**src/plie_pkg.sv**
```systemverilog
// Shared constants, types and helpers for the posting-list intersection unit.
`timescale 1ns / 1ps

package plie_pkg;

    // Storage geometry
    localparam int MAX_LISTS    = 4;
    localparam int MAX_LIST_LEN = 1024;

    // Field widths fixed by the interface
    localparam int OP_W       = 2;
    localparam int LIST_NUM_W = 2;
    localparam int ID_W       = 32;
    localparam int CFG_W      = 3;

    // Derived widths
    localparam int LIST_BITS  = (MAX_LISTS > 1) ? $clog2(MAX_LISTS) : 1;
    localparam int LIST_CNT_W = $clog2(MAX_LISTS + 1);
    localparam int POS_BITS   = $clog2(MAX_LIST_LEN);
    localparam int LEN_W      = $clog2(MAX_LIST_LEN + 1);
    localparam int STORE_DEPTH = (1 << LIST_BITS) * MAX_LIST_LEN;
    localparam int STORE_AW    = LIST_BITS + POS_BITS;
    localparam int CMP_W       = (LIST_CNT_W > CFG_W) ? LIST_CNT_W : CFG_W;

    // Command queue between front and back (power of two depth)
    localparam int QUEUE_DEPTH = 2;
    localparam int QPTR_W      = $clog2(QUEUE_DEPTH);
    localparam int QCNT_W      = $clog2(QUEUE_DEPTH + 1);

    // Operation codes on the input word
    localparam logic [OP_W-1:0] OP_CLEAR = 2'd0;
    localparam logic [OP_W-1:0] OP_LOAD  = 2'd1;
    localparam logic [OP_W-1:0] OP_PROBE = 2'd2;

    typedef enum logic [1:0] {
        CMD_CLEAR,
        CMD_LOAD,
        CMD_PROBE
    } cmd_kind_t;

    typedef struct packed {
        cmd_kind_t              kind;
        logic [LIST_NUM_W-1:0]  list_num;
        logic [ID_W-1:0]        doc_id;
        logic                   last;
    } cmd_t;

    typedef enum logic [1:0] {
        ST_IDLE,
        ST_SCAN,
        ST_DRAIN
    } back_state_t;

    // Count the set bits of a per-list hit vector
    function automatic logic [LIST_CNT_W-1:0] count_hits(input logic [MAX_LISTS-1:0] v);
        logic [LIST_CNT_W-1:0] sum;
        sum = '0;
        for (int i = 0; i < MAX_LISTS; i++) begin
            sum = sum + LIST_CNT_W'(v[i]);
        end
        return sum;
    endfunction

endpackage

```
**src/plie_front.sv**
```systemverilog
// Front end: accepts input words, classifies them and queues commands.
`timescale 1ns / 1ps

module plie_front import plie_pkg::*; (
    input  logic                  aclk,
    input  logic                  aresetn,
    input  logic                  s_tvalid,
    output logic                  s_tready,
    input  logic [ID_W-1:0]       s_tdata,   // [31:0] doc_id
    input  logic [3:0]            s_tuser,   // [1:0] operation, [3:2] list_number
    input  logic                  s_tlast,
    output logic                  cmd_valid,
    output cmd_t                  cmd,
    input  logic                  cmd_pop
);

    cmd_t                queue_reg [QUEUE_DEPTH];
    logic [QPTR_W-1:0]   wr_ptr_reg, wr_ptr_next;
    logic [QPTR_W-1:0]   rd_ptr_reg, rd_ptr_next;
    logic [QCNT_W-1:0]   count_reg, count_next;

    logic [OP_W-1:0]       op;
    logic [LIST_NUM_W-1:0] list_num;
    logic                  keep;
    logic                  push;
    logic                  pop;
    cmd_t                  new_cmd;

    assign op       = s_tuser[1:0];
    assign list_num = s_tuser[3:2];
    assign s_tready = (count_reg != QCNT_W'(QUEUE_DEPTH));

    // Classify the word; drop unused codes and loads aimed past the last list
    always_comb begin
        keep            = 1'b0;
        new_cmd.kind    = CMD_CLEAR;
        new_cmd.list_num = list_num;
        new_cmd.doc_id  = s_tdata;
        new_cmd.last    = s_tlast;
        case (op)
            OP_CLEAR: begin
                keep         = 1'b1;
                new_cmd.kind = CMD_CLEAR;
            end
            OP_LOAD: begin
                keep         = ({1'b0, list_num} < (LIST_NUM_W + 1)'(MAX_LISTS)) ||
                               (MAX_LISTS > (1 << LIST_NUM_W));
                new_cmd.kind = CMD_LOAD;
            end
            OP_PROBE: begin
                keep         = 1'b1;
                new_cmd.kind = CMD_PROBE;
            end
            default: begin
                keep = 1'b0;
            end
        endcase
    end

    assign push      = s_tvalid && s_tready && keep;
    assign pop       = cmd_pop && cmd_valid;
    assign cmd_valid = (count_reg != '0);
    assign cmd       = queue_reg[rd_ptr_reg];

    // Advance queue pointers
    always_comb begin
        wr_ptr_next = push ? wr_ptr_reg + 1'b1 : wr_ptr_reg;
        rd_ptr_next = pop ? rd_ptr_reg + 1'b1 : rd_ptr_reg;
        count_next  = count_reg + QCNT_W'(push) - QCNT_W'(pop);
    end

    always_ff @(posedge aclk) begin
        if (!aresetn) begin
            wr_ptr_reg <= '0;
            rd_ptr_reg <= '0;
            count_reg  <= '0;
        end else begin
            wr_ptr_reg <= wr_ptr_next;
            rd_ptr_reg <= rd_ptr_next;
            count_reg  <= count_next;
        end
    end

    // Hold queued commands
    always_ff @(posedge aclk) begin
        if (push) begin
            queue_reg[wr_ptr_reg] <= new_cmd;
        end
    end

endmodule

```
**config.mk**
```make
export PLATFORM = sky130hd
export DESIGN_NAME = plie_front
export DESIGN_NICKNAME = d
export VERILOG_FILES = /design/src/plie_pkg.sv /design/src/plie_front.sv
export SDC_FILE = /design/constraint.sdc
export NUM_CORES = 1
export LEC_CHECK = 0
export BUFFER_PORTS_ARGS = -buffer_cell sky130_fd_sc_hd__buf_4
export CORE_MARGIN = 4
export CORE_UTILIZATION = 55
export CTS_BUF_LIST = sky130_fd_sc_hd__clkbuf_16
export DETAILED_ROUTE_END_ITERATION = 10
export GPL_TIMING_DRIVEN = 0
export PLACE_DENSITY = 0.83
export SYNTH_ARGS = -nofsm -noshare
export SYNTH_HDL_FRONTEND = slang
export SYNTH_SLANG_ARGS = --single-unit
export TNS_END_PERCENT = 50
```
**constraint.sdc**
```tcl
create_clock -name aclk -period 4.6 [get_ports aclk]
set_input_delay 0.46 -clock aclk [delete_from_list [all_inputs] [get_ports aclk]]
set_output_delay 0.46 -clock aclk [all_outputs]
set_load 0.05 [all_outputs]
```
==> After elaboration in Yosys (flattened, before gate mapping) <==
Memories as Yosys holds them, arrays and structs flattened. A register that Yosys moved wholly into a read port is not among the register bits.
Cells that the tools add are included.
W data, S select, Z words.
{ "totals": {"regBits": 4, "ramBits": 74, "inputBits": 41, "out_inout_bits": 39, "word_cells": 23, "memories": 1} }
{ "mem_list": {"columns": ["name", "depth", "word_bits", "rd", "rd_clocked_by_memory_dff", "wr", "line_no", "text"], "rows": [
  ["queue_reg", 2, 37, 1, 1, 1, "plie_front.sv:17", "cmd_t queue_reg [QUEUE_DEPTH];"]
]} }
{ "classes": {"add_sub_neg": 4, "n_eq_ne": 3, "mux": 6, "reduce_logical": 6} }
{ "op_table": {"columns": ["op", "n"], "rows": [
  ["$mux W1", 5],
  ["$pmux W2 S2", 1],
  ["$logic_and A1 B1 Y1", 3],
  ["$reduce_or A3 Y1", 1],
  ["$add A1 B1 Y1 const B", 2],
  ["$add A2 B1 Y2", 1],
  ["$eq A2 B1 Y1 const B", 1],
  ["$eq A2 B2 Y1 const B", 1],
  ["$logic_not A2 Y1", 1],
  ["$ne A2 B2 Y1 const B", 1],
  ["$reduce_bool A2 Y1", 1],
  ["$sub A2 B1 Y2", 1]
]} }

==> Longest topological paths before layout <==
Gate-level depths: netlist of run 1.
{ "depth": {"word_depth": 6, "ltp_mapped": 8, "ltp_nobuf": 8} }

==> Worst setup path after synthesis of run 1 <==
Ideal clock, no wire load.
{ "synth_timing": {"path_kind": "register -> register", "from": "reg count_reg[0]", "to": "mem queue_reg[0][0] in the netlist's numbering (enable)", "setup_ns": 0.431, "t_arrival_ns": 2.658, "required_time_ns": 4.169, "path_slack_ns": 1.511, "stages_incl_launch_ff": 4, "path_buffers": 0, "synth_period_minus_slack_ns": 3.089, "cell_sequence": "dfxtp_1 nand2b_1 nand3_1 nor2_1"} }
{ "synth_via": {"elab_chain_len": 5} }
{ "synth_rtl": {"columns": ["element", "line_no", "text"], "rows": [
  ["start, declared", "plie_front.sv:20", "logic [QCNT_W-1:0] count_reg, count_next;"],
  ["start signal, assigned", "plie_front.sv:80", "count_reg <= count_next;"],
  ["$ne A2 B2 Y1", "plie_front.sv:31", "assign s_tready = (count_reg != QCNT_W'(QUEUE_DEPTH));"],
  ["via s_tready", "plie_front.sv:8", "output logic s_tready,"],
  ["$logic_and A1 B1 Y1 (2 in series)", "plie_front.sv:60", "assign push = s_tvalid && s_tready && keep;"],
  ["$mux W1", "plie_front.sv:86", "if (push) begin"],
  ["$mux W1 (implied by the code)", "plie_front.sv:87", "queue_reg[wr_ptr_reg] <= new_cmd;"],
  ["end, declared", "plie_front.sv:17", null]
]} }
The timed path passes the listed nets, and every way through them passes these cells.

==> results of run 1 <==
## where the power goes
group          total [W]  switching, W  leakage (nW)  internal (W)
clock network   0.000651      0.000240         0.145      0.000410
logic           0.000905      0.000545         0.744      0.000361
registers       0.000904     0.0000265         0.727      0.000878
## kinds of logic (layout without fill, tap and decap cells)
family	after synthesis	after routing
AOI/OAI and AO/OA	1	1
xor gates and xnor gates	3	3
adders and majority gates	2	2
buffers and inverters	6	103
DFF	79	79
muxes	38	38
and+or+nand+nor	14	14
## cell usage in the layout, fill, tap and decap left out, types with 2 or more instances in the layout
cell                        Yosys  final
sky130_fd_sc_hd__and2_1         2      2
sky130_fd_sc_hd__clkbuf_16      0      9
sky130_fd_sc_hd__edfxtp_1      74     74
sky130_fd_sc_hd__ha_1           2      2
sky130_fd_sc_hd__nor2_4         0      2
sky130_fd_sc_hd__xnor2_1        3      3
sky130_fd_sc_hd__clkinv_2       0      3
sky130_fd_sc_hd__clkinv_1       0      2
sky130_fd_sc_hd__inv_1          2      3
sky130_fd_sc_hd__nor2b_1        4      4
sky130_fd_sc_hd__nand2_1        3      3
sky130_fd_sc_hd__dfxtp_1        5      5
sky130_fd_sc_hd__mux2_4        30     30
sky130_fd_sc_hd__buf_12         3      4
sky130_fd_sc_hd__buf_4          0     79
sky130_fd_sc_hd__mux2_2         7      7
## worst max path at each step
stage / endpoint / cells past startpoint
after floorplan: queue_reg[0][0]$_DFFE_PP_ / 3
after global placement: queue_reg[0][23]$_DFFE_PP_ / 4
after detailed placement: count_reg[1]$_SDFF_PN0_ / 9
after CTS: cmd[25] / 4
after global routing: count_reg[1]$_SDFF_PN0_ / 8
final: cmd[25] / 4
## metrics by stage
| step | instances | total power (W) | hold slack, ns |
|---|---|---|---|
| after floorplan | 143 | 0.00159 | 0.451 |
| after global placement | 292 | 0.00180 | 0.460 |
| after detailed placement | 294 | 0.00183 | 0.509 |
| after CTS | 310 | 0.00249 | 0.308 |
| after global routing | 310 | 0.00256 | 0.306 |
| final | 310 | 0.00246 | 0.321 |
## per-layer routing
metal  global-route usage [%]  wire [um]  vias up
met1                     17.7       1900      739
met3                     5.31        340        6
li1                         -          -      732
met4                     6.54         55        0
met5                        0          0        -
met2                     29.8       2950       52
## area by class of cell
class / count / area (um^2)
flip-flops and latches: 79 / 2320
fillers: 329 / 1170
multi-input cells: 58 / 687
repair buffers: 81 / 641
clock buffers: 9 / 225
well taps: 70 / 87.6
plain buffers: 4 / 71.3
clock inverters: 7 / 56.3
inverters: 2 / 7.51
## worst max-delay path: stages (launching register included)
cell,delay (ns)
sky130_fd_sc_hd__dfxtp_1,0.32
sky130_fd_sc_hd__buf_6,0.18
sky130_fd_sc_hd__buf_12,0.16
sky130_fd_sc_hd__mux2_4,0.31
sky130_fd_sc_hd__buf_4,0.19
==> flow_results.org, run 1 <==
** Status
- Run status :: finished, final reports clean

** Synth
- Area share of the leading cell type in the synthesized netlist :: 72.3%
- Async set or reset register ratio after synthesis :: 0%
- Of the total synthesized cell area, the portion taken by AND, OR, NAND and NOR gates is 2.40%.
- Count of mapped cells out of synthesis :: 143
- Post-Syn Area per Cell :: 21.5 um^2
- Count of flip-flops with a built-in enable after synthesis :: 74
- Summing every instance area after synthesis gives 0.00307 mm^2.
- Synthesis produced a netlist with a net count of approximately 190.
- Synth cell count leaders :: 74 x sky130_fd_sc_hd__edfxtp_1, 30 x sky130_fd_sc_hd__mux2_4, 7 x sky130_fd_sc_hd__mux2_2
- The netlist uses 18 different library cells.
- Complex-gate fraction of the synthesized area :: 0.244%
- After Yosys synthesis, full adders, half adders and majority gates account for less than 1% of the synthesized area.
- Of all cell types, the one taking the most synthesized area is sky130_fd_sc_hd__edfxtp_1.
- Register bit count reported by yosys :: a little under 80
- Yosys warnings :: 0
- Area share of xor/xnor cells in the synthesized design :: 0.855%
- Dominant combinational cell family by area after synthesis :: multiplexers
- Multiplexer cells account for between 15 and 20% of the synthesized area.
- Top-count cell post-synth :: sky130_fd_sc_hd__edfxtp_1
- Predominant post-synthesis flop cell :: sky130_fd_sc_hd__edfxtp_1
- By area the synthesized netlist is led by sky130_fd_sc_hd__edfxtp_1 72%, sky130_fd_sc_hd__mux2_4 15%, sky130_fd_sc_hd__dfxtp_1 3.3%.
- Sequential cells were found to cover 75.6% of the synthesized design area.

** Run
- Across the run, the number of max-cap violations was 0.

** CTS
- For this design, the sink count on the clock tree is between 70 and 80.
- Hold repair after CTS inserted 0 buffers.
- The H-tree was split into 3 levels.
- Clock Tree Buf Depth :: 2
- Clock tree from TritonCTS :: built
- The number of gates resized after CTS was 0.
- After clock tree synthesis, the clock-pin slew on the worst setup and hold paths is 0.06 ns.
- The later pin in the worst-skew pair is clocked with a latency of between 0.3 and 0.4 ns.
- Number of buffers inserted during clock tree synthesis :: 9
- After clock tree synthesis, the setup repair step added 0 buffers.
- In this run the clock root is driven by a sky130_fd_sc_hd__clkbuf_16.

** Min path
- Beginning of the worst hold path :: s_tdata[25]
- Worst min-delay path class :: primary input to flop
- Endpoint of the worst hold-timing path :: queue_reg[0][26]$_DFFE_PP_
- Along the worst hold path, the cell count comes to 1.

** Layout
- Post-route standard cell area excluding fillers :: 0.00410 mm^2
- For this run, the post-layout net count is 278.
- Cells fill between 70% and 80% of the core in the end.
- Syn-to-layout area delta :: 33.3%
- The number of antenna diodes in the final layout is 0.
- Number of flip-flops in the largest register :: 74
- Proportion of layout cells with a drive suffix above 1 :: a little under three fifths

** Global route
- Wire length of the first global-routing pass :: just under 8 mm
- The total overflow left after global routing is 0.
- The number of antenna violations at the first check in global routing was 0.
- Number of global-route vias before repair :: around 1.6k
- Global Route Usage Sum :: 16.5%
- Entering global routing, the biggest net connects 33 pins.

** Floorplanning
- The die is between 80 and 90 um wide.
- Top Ports :: 80
- The floorplan has 26 rows.
- Total die area :: between 0.006 and 0.007 mm^2
- Die Height :: 82.7 um
- Once the floorplan was initialized, standard cells occupied 58.3% of the core.
- In this run the standard cell core region covers about 0.0053 mm^2.

** STA
- After layout, the minimum clock period comes to roughly 1.9 ns.
- After routing, the total negative slack on setup checks comes to 0 ns.
- The count of pins over their slew limit came to 0.
- Max Fclk :: slightly above 0.5 GHz
- In this run the tightest slew margin relative to its limit is 65.1%.
- Part of the cycle the worst path needs :: a little over two fifths
- Worst setup margin :: 2.65 ns
- Transition time at the pin with the least slew margin :: 0.522 ns
- The final-report hold violation count is 0.
- Number of setup violations in the final report :: 0
- Setup repair after global routing left no endpoint under its margin.
- The clock arrives with between 0.004 and 0.005 ns of skew.

** Critical path
- The endpoint identified for the worst register-to-register timing path is count_reg[1]$_SDFF_PN0_.
- CP startpoint kind :: flop
- Critical path required time :: around 4.1 ns
- R2r setup slk :: 2.73 ns
- Kind of capture point of the worst setup path :: output port
- The worst setup path is of the flop to output port kind.
- For the worst setup path, the data arrival time is 1.49 ns.
- In this run the critical register-to-register path is launched from count_reg[0]$_SDFF_PN0_.
- In this run the worst path has a maximum fanout of 10.
- The worst register-to-register path has a depth of 8.

** Detailed routing
- For this run, the detailed router's first-pass iteration total came to 4.
- Dividing the detail-routed wire length by the instance count gives 16.9 um.
- Detailed router's first-iteration violation count :: 37
- The detail route stage leaves a number of antenna-violating nets equal to 0.
- For this block, the via count after detailed routing is roughly 1.5k.
- Routed via count divided by cell count :: approximately 4.9
- DRC viols :: 0
- The routed design has roughly 5.2 mm of wire.

** Place
- Post-Place Cell Area :: 0.00382 mm^2
- GPL Wtd Cong :: between 0.7 and 0.8
- Input and output buffers added on the ports amount to slightly below 80.
- Final HPWL DP :: 3.63 mm
- At the placement stage, the worst setup path has a slack of 2.60 ns.

** Power
- In this run the power density over the cells is 600 mW/mm^2.
- The analysis attributes to cell leakage a power of 1.62 nW.
- Worst IR drop on VDD :: 0.000463 V
Note: power is estimated with default switching activity, not from simulation.
==> run 2: changes to the inputs <==
--- a/config.mk
+++ b/config.mk
@@ -7,11 +7,11 @@
 export LEC_CHECK = 0
 export BUFFER_PORTS_ARGS = -buffer_cell sky130_fd_sc_hd__buf_4
 export CORE_MARGIN = 4
-export CORE_UTILIZATION = 55
+export CORE_UTILIZATION = 52
 export CTS_BUF_LIST = sky130_fd_sc_hd__clkbuf_16
 export DETAILED_ROUTE_END_ITERATION = 10
 export GPL_TIMING_DRIVEN = 0
-export PLACE_DENSITY = 0.83
+export PLACE_DENSITY = 0.79
 export SYNTH_ARGS = -nofsm -noshare
 export SYNTH_HDL_FRONTEND = slang
 export SYNTH_SLANG_ARGS = --single-unit
==> constraint.sdc (replaced) <==
create_clock -name aclk -period 1.87 [get_ports aclk]
set_input_delay 0.187 -clock aclk [delete_from_list [all_inputs] [get_ports aclk]]
set_output_delay 0.187 -clock aclk [all_outputs]
set_load 0.05 [all_outputs]
==> flow_results.org, run 2 (synthesis gave the netlist of run 1 again) <==
** Layout
- For this run, the post-layout net count is about 280.
- Most used cells in the layout excluding fill and tap cells :: 79 x sky130_fd_sc_hd__buf_4, 74 x sky130_fd_sc_hd__edfxtp_1, 30 x sky130_fd_sc_hd__mux2_4
- Syn-to-layout area delta :: 32.6%
- The filler cells instantiated in the layout total 371.
- Number of flip-flops in the largest register :: 74
- Cells with a size suffix above 1 make up 58.4% of the layout.
- 0 antenna diodes ended up in the layout.
- Most common cell after layout, fill and taps aside :: sky130_fd_sc_hd__buf_4

** Floorplanning
- Die boundary width :: 84.9 um
- Num rows :: 27
- The region available for standard cell placement spans approximately 0.0056 mm^2.
- In this run the vertical extent of the chip is 84.9 um.
- 80 I/O pins were placed.
- Total die area :: 0.00720 mm^2
- The initial utilization of the core area, before any placement, comes to 54.8%.

** Global route
- Pin count of the biggest net entering global routing :: 38
- Number of global-route vias before repair :: 1611
- Antenna violations before repair :: 0
- Global routing used roughly 17% of the available met1 tracks.
- Global Route Usage Sum :: 15.0%
- Wire length of the first global-routing pass :: 8.07 mm
- met2 is the most crowded layer.
- Global routing used ~5.5% of the available met3 tracks.
- For this run, global-route usage on met2 was measured as 26.4%.
- Overflow left after global routing :: 0

** STA
- Number of setup violations in the final report :: 0
- Setup repair after global routing could not meet its margin everywhere.
- In the finished design, the share of the clock period the worst path needs comes to 99.4%.
- Sum Neg Setup Slack :: 0 ns
- At the pin with the least slew margin, the transition time is 1.09 ns.
- Minimum period implied by the final worst setup slack :: roughly 1.9 ns
- The clock arrives with 0.00344 ns of skew.
- In this run the tightest slew margin relative to its limit is 27.4%.
- Count of final hold-check violations :: 0
- Number of slew-limit violations in the final report :: 0
- Max Fclk :: around 0.54 GHz

** CTS
- TritonCTS built the clock tree.
- Post-CTS Repair Setup Buffers :: 0
- The H-tree was split into 3 levels.
- Clock-pin transition on the worst setup and hold timing paths :: 0.06 ns
- TritonCTS created 9 clock buffers.
- Clock insertion delay at the later pin of the skew report :: 0.32 ns
- Hold repair after CTS inserted 0 buffers.
- The tree is rooted in a sky130_fd_sc_hd__clkbuf_16.
- Clock Tree Buf Depth :: 2
- Counting every sink on the clock net gives roughly 80.

** Power
- Worst IR drop on VDD :: 0.000963 V
- Summed over all cells, the static leakage comes to ~1.6 nW.
- Dividing total power by cell area gives a power density of between 1000 and 1500 mW/mm^2.
- After layout, the design draws a total of a little over 0.006 W.
- Internal portion of total power :: 0.00404 W
- Gate power share :: 36.4%
- Net switching is 33.0% of the power.
- Total net switching power :: ~0.0020 W
- Per report_power, the sequential group accounts for 37.0% of the total.
- The clock network is responsible for 26.6% of the overall power.

** Critical path
- Setup CP Type :: flop to flop
- Worst stage delay on the critical path :: 0.84 ns
- The critical path goes through nand2b_4, nand3_4, nor2_4.
- The largest individual stage delay along the critical path comes from the cell sky130_fd_sc_hd__nor2_4.
- Data on the critical path is required at its endpoint by 1.81 ns.
- STA classifies the critical path startpoint as a flop.
- Along the worst path, the maximum fanout reaches 37.
- At the worst endpoint, the arrival time is 1.80 ns.
- Kind of capture point of the worst setup path :: flop

** Place
- Input and output buffers added on the ports amount to 79.
- Final HPWL DP :: 3.49 mm
- The congestion estimate from routability-driven global placement came to around 0.67.

** Detailed routing
- Number of search-and-repair iterations in the first detailed-routing pass :: 4
- In this run the remaining antenna-violating nets after routing total 0.
- After detailed routing, the average wire length per cell comes to about 16 um.
- In the routed design, unresolved DRC markers number 0.
- In this run, the number of DRC markers left after iteration 0 of detailed routing was 85.
- Routed WL :: slightly above 5 mm
- Overall via count from detail_route :: between 1.5k and 2k
- Routed via count divided by cell count :: 4.85

** Status
- The flow ran to the end, and the final reports show no timing, DRC or antenna violations.

** Run
- MaxCap Viol Count :: 0

** Min path
- The tightest min-delay check is of the primary input to flop type.
==> run 2: power by group through the flow <==
stage               combinational, W  sequential [W]  clock [W]
floorplan                    0.00169         0.00224          0
global placement             0.00220         0.00225          0
detailed placement           0.00222         0.00227          0
CTS                          0.00223         0.00223    0.00164
global route                 0.00230         0.00225    0.00174
finish                       0.00220         0.00223    0.00160
==> run 2: cell type report <==
type / instances / area [um^2] / area share (%)
clock inverter: 7 / 56.3 / 1.38
clock buffer: 9 / 225 / 5.53
multi-input combinational: 58 / 707 / 17.4
tap: 72 / 90.1 / 2.21
timing repair buffer: 79 / 593 / 14.6
buffer: 4 / 71.3 / 1.75
inverter: 2 / 7.51 / 0.184
sequential: 79 / 2320 / 57.0
==> run 2: worst paths after layout <==
| path | start | to | slack, ns | cells past startpoint |
|---|---|---|---|---|
| setup / recovery | count_reg[0]$_SDFF_PN0_ | queue_reg[0][2]$_DFFE_PP_ | 0.01 | 3 |
| setup reg to reg | count_reg[0]$_SDFF_PN0_ | queue_reg[0][2]$_DFFE_PP_ | 0.01 | 3 |
| hold reg to reg | wr_ptr_reg$_SDFFE_PN0N_ | wr_ptr_reg$_SDFFE_PN0N_ | 0.52 | 2 |
| hold / removal | s_tdata[25] | queue_reg[0][26]$_DFFE_PP_ | 0.05 | 1 |
==> run 2: worst max-delay path: cells and delay by family, from the launching register on <==
family | cells | cell delay, ns
and+or+nand+nor | 3 | 1.09
DFF | 1 | 0.35
==> run 2: metrics by stage <==
step                      setup WS (ns)  hold WS, ns  util, %  instance area [um^2]  instances
after global placement          -0.0824        0.372     67.5                  3780        294
after detailed placement         -0.121        0.375     67.5                  3780        294
final                            0.0113       0.0501     72.6                  4070        310
after floorplan                   0.102        0.286        -                  3100        143
after CTS                      -0.00294       0.0382     72.6                  4070        310
after global routing             -0.116       0.0300     72.6                  4070        310
==> run 2: layer usage <==
layer / routed length (um) / vias up
met4: 41 / 0
met5: 0 / -
met1: 1970 / 716
met3: 314 / 4
li1: - / 730
met2: 2750 / 52
==> run 2: repair_timing <==
action | in CTS | in global routing
setup endpoints to repair | 74 | 74
hold endpoints to repair | 0 | 0
pin swaps | 1 | 0
resized for setup | 2 | 0
==> run 3: changes to the inputs <==
--- a/config.mk
+++ b/config.mk
@@ -5,6 +5,7 @@
 export SDC_FILE = /design/constraint.sdc
 export NUM_CORES = 1
 export LEC_CHECK = 0
+export ABC_AREA = 1
 export BUFFER_PORTS_ARGS = -buffer_cell sky130_fd_sc_hd__buf_4
 export CORE_MARGIN = 4
 export CORE_UTILIZATION = 52
==> flow_results.org, run 3 <==
** STA
- Setup repair after global routing missed its margin :: yes
- The final-report hold violation count is 0.
- The worst path in the final design needs a cycle of 1.79 ns, including I/O delays and setup.
- Setup violations remaining at the end of the flow were counted as 0.
- Static timing analysis puts the maximum clock frequency at 0.559 GHz.
- After layout, the worst path uses 95.7% of the clock period.
- For the final database, setup skew stands at 0.00729 ns.
- Transition time at the pin with the least slew margin :: 0.815 ns
- Measured against its own limit, the worst slew margin works out to 45.6%.
- Number of slew-limit violations in the final report :: 0

** Synth
- Counting flops with an async set or reset pin after synthesis yields a share of 0%.
- Synth cell count leaders :: 74 x sky130_fd_sc_hd__edfxtp_1, 30 x sky130_fd_sc_hd__mux2_4, 11 x sky130_fd_sc_hd__inv_1
- Of the post-synthesis cell area, the dominant cell type holds 71.9%.
- Mapped cell area :: 0.00309 mm^2
- Count of flip-flops with a built-in enable after synthesis :: 74
- Count of mapped cells out of synthesis :: 157
- During synthesis, Yosys emitted a total of 0 warnings.
- Net count after synthesis :: 200
- For this run, the register share of the synthesized area comes to 75.1%.
- Predominant post-synthesis flop cell :: sky130_fd_sc_hd__edfxtp_1
- Top-count cell post-synth :: sky130_fd_sc_hd__edfxtp_1
- After synthesis the netlist holds a flip-flop and latch count of 79.
- Library cells used by synthesis :: 14
- Leading post-synthesis cells by cell area :: sky130_fd_sc_hd__edfxtp_1 72%, sky130_fd_sc_hd__mux2_4 15%, sky130_fd_sc_hd__dfxtp_1 3.2%
- Library cell occupying the most area in the post-synthesis netlist :: sky130_fd_sc_hd__edfxtp_1
- After synthesis, the mean cell area works out to 19.7 um^2.

** Detailed routing
- The routed layout has 1617 vias.
- Number of search-and-repair iterations in the first detailed-routing pass :: 4
- In the final routed layout, each cell accounts on average for approximately 16 um.
- Final antenna-violating net count :: 0
- Routed WL :: 5.23 mm
- In the routed design, unresolved DRC markers number 0.
- After the first detailed-routing iteration, the DRC count stood at 96.
- Routed via count divided by cell count :: 4.98

** Floorplanning
- Measured along the x axis, the die boundary spans 85.1 um.
- After floorplanning, the core was sized to cover approximately 0.0056 mm^2.
- Die Height :: 85.1 um
- 80 I/O pins were placed.
- Effective utilization at floorplan :: 54.8%
- The die covers 0.00724 mm^2.
- Num rows :: 27

** Status
- Run status :: finished, final reports clean

** Critical path
- Worst stage delay on the critical path :: 0.68 ns
- Kind of capture point of the worst setup path :: flop
- The worst setup path is launched from a flop.
- Counting both buffers and inverters, the worst setup path holds a total of 2.
- For the worst flop-to-flop path, the logic depth is 4.
- Gate family responsible for the most delay along the worst path :: buffers and inverters
- Counting buffers and inverters, the worst setup path is 4 cells deep.
- Of all nets on the critical path, the largest fanout is 37.
- STA puts the critical path data arrival time at 1.60 ns.
- Across all register-to-register paths, the minimum setup slack is 0.08 ns.
- Setup CP Type :: flop to flop
- The startpoint identified for the worst register-to-register timing path is count_reg[0]$_SDFF_PN0_.
- Walking the worst path, the cells encountered are inv_2, nand2_4, nand4_1, clkinvlp_4.
- Critical path required time :: 1.68 ns
- The worst register-to-register path ends at queue_reg[1][21]$_DFFE_PP_.
- Cell at the slowest stage of the critical path :: sky130_fd_sc_hd__clkinvlp_4

** CTS
- Post-CTS timing repair inserted 0 buffers for setup.
- Hold Buf Count CTS :: 0
- Clock-pin transition on the worst setup and hold timing paths :: 0.06 ns
- The cell sitting at the root of the clock tree is a sky130_fd_sc_hd__clkbuf_16.
- Number of buffers inserted during clock tree synthesis :: 9
- The H-tree generated during clock tree synthesis spans 3 levels.
- Clock Tree Buf Depth :: 2
- TritonCTS built the clock tree.
- The clock drives just under 80 sinks.
- Clock insertion delay at the later pin of the skew report :: roughly 0.32 ns

** Place
- Number of port buffers :: between 70 and 80
- GPL Wtd Cong :: 0.695
- Cells after DPL :: 308
- Final HPWL DP :: 3.46 mm
- Post-Place Cell Area :: around 0.0038 mm^2

** Power
- For this design the ratio of total power to cell area is 1480 mW/mm^2.
- Summed over all nets, the switching power comes to about 0.0020 W.
- In this run the static leakage power is 1.65 nW.
- Across the VDD grid, the largest voltage drop is 0.000994 V.
- Net switching is between 30% and 40% of the power.
- Part of the total power dissipated in the clock network :: between 20% and 30%
- Gate power share :: 36.0%
- Internal portion of total power :: 0.00402 W
- Registers are responsible for 37.2% of the overall power.

** Layout
- Most common cell after layout, fill and taps aside :: sky130_fd_sc_hd__buf_4
- The finished cells cover a little over 0.004 mm^2.
- The register with the most flip-flops in the layout has 74 of them.
- Counting the fill cells in the layout gives about 350.
- Final instance count without filler cells :: between 300 and 400
- The final layout contains 291 nets.
- In the final layout, the share of cells above drive strength 1 is 56.1%.
- From synthesis to final layout, the design area changed by 32.8%.
- The library cells used most frequently in the layout, excluding fill and tap cells, are 79 x sky130_fd_sc_hd__buf_4, 74 x sky130_fd_sc_hd__edfxtp_1, 30 x sky130_fd_sc_hd__mux2_4.
- The number of antenna diodes in the final layout is 0.

** Global route
- Overflow left after global routing :: 0
- Global Route Usage Sum :: 14.7%
- The first global-routing pass estimated 8.00 mm of wire.
- Entering global routing, the biggest net connects 38 pins.
- Number of global-route vias before repair :: approximately 1.8k
- The number of antenna violations at the first check in global routing was 0.

** Min path
- In this run the most critical hold path is launched from s_tdata[6].
- Worst min-delay path class :: primary input to flop
- The path with the worst hold slack has its endpoint at queue_reg[1][7]$_DFFE_PP_.
- Along the worst hold path, the cell count comes to 1.

** Run
- MaxCap Viol Count :: 0
[run 3: cell types whose count changed after synthesis, moves of 2 or more]
cell | before | now
sky130_fd_sc_hd__inv_1 | 2 | 11
sky130_fd_sc_hd__and2_1 | 2 | 0
sky130_fd_sc_hd__nand2_1 | 3 | 10
sky130_fd_sc_hd__nand3_1 | 1 | 3
sky130_fd_sc_hd__nor2_1 | 2 | 8
sky130_fd_sc_hd__xnor2_1 | 3 | 0
sky130_fd_sc_hd__nor2b_1 | 4 | 0
[run 3: layout make-up]
type | instances | area, um^2 | area share [%]
sequential | 79 | 2330 | 56.7
multi-input combinational | 64 | 694 | 16.9
timing repair buffer | 79 | 593 | 14.5
clock buffer | 9 | 225 | 5.49
tap | 72 | 90.1 | 2.20
buffer | 4 | 71.3 | 1.74
clock inverter | 7 | 58.8 | 1.43
inverter | 11 | 45.0 | 1.10
[run 3: worst register-to-register path, stage by stage, from the launching register on]
cell,delay (ns)
sky130_fd_sc_hd__dfxtp_2,0.33
sky130_fd_sc_hd__inv_2,0.07
sky130_fd_sc_hd__nand2_4,0.06
sky130_fd_sc_hd__nand4_1,0.13
sky130_fd_sc_hd__clkinvlp_4,0.68
[run 3: power groups by stage]
stage                     Sequential (W)  Combinational, W  Clock, W
after floorplan                  0.00225           0.00164         0
after global placement           0.00226           0.00215         0
after detailed placement         0.00228           0.00217         0
after CTS                        0.00224           0.00219   0.00165
after global routing             0.00227           0.00228   0.00176
final                            0.00225           0.00218   0.00162
[run 3: routing by layer]
layer | track usage [%] | part of all wire (%) | up-vias
met4 | 6.91 | 1.0 | 0
met3 | 4.08 | 6.0 | 5
met2 | 27.0 | 55 | 56
li1 | - | - | 771
met5 | 0 | 0 | -
met1 | 15.4 | 38 | 785
[run 3: metrics by stage]
stage / setup TNS, ns / hold WS, ns / util, % / setup WS [ns] / total power, W
CTS: 0 / 0.0375 / 72.4 / 0.0116 / 0.00608
floorplan: 0 / 0.280 / - / 0.0171 / 0.00390
global route: -0.626 / 0.0291 / 72.7 / -0.0237 / 0.00631
detailed placement: -3.44 / 0.374 / 67.1 / -0.0946 / 0.00445
finish: 0 / 0.0480 / 72.7 / 0.0809 / 0.00605
global placement: -2.51 / 0.372 / 67.1 / -0.0698 / 0.00441
[run 3: timing repair]
| action | in CTS | in global routing |
|---|---|---|
| gates resized for setup | 3 | 5 |
| setup endpoints to repair | 37 | 74 |
| gates cloned | 0 | 1 |
| pin swaps | 1 | 1 |
[run 3: worst max path at each step]
stage	startpoint	end	slack [ns]
after global placement	count_reg[0]$_SDFF_PN0_	queue_reg[0][19]$_DFFE_PP_	-0.07
after floorplan	count_reg[0]$_SDFF_PN0_	queue_reg[0][0]$_DFFE_PP_	0.02
after CTS	count_reg[0]$_SDFF_PN0_	queue_reg[1][17]$_DFFE_PP_	0.01
after detailed placement	count_reg[0]$_SDFF_PN0_	queue_reg[0][19]$_DFFE_PP_	-0.09
after global routing	count_reg[0]$_SDFF_PN0_	queue_reg[1][17]$_DFFE_PP_	-0.02
final	count_reg[0]$_SDFF_PN0_	queue_reg[1][21]$_DFFE_PP_	0.08
[run 3: kinds of logic (layout without fill, tap and decap cells)]
kind of cell	after synthesis	in the layout	share of synthesized area, %
buf+inv	15	110	3.64
simple gates	22	23	2.87
flops	79	79	75.1
compound gates	2	2	0.405
mux	37	37	17.1
fa+ha+maj	2	2	0.810
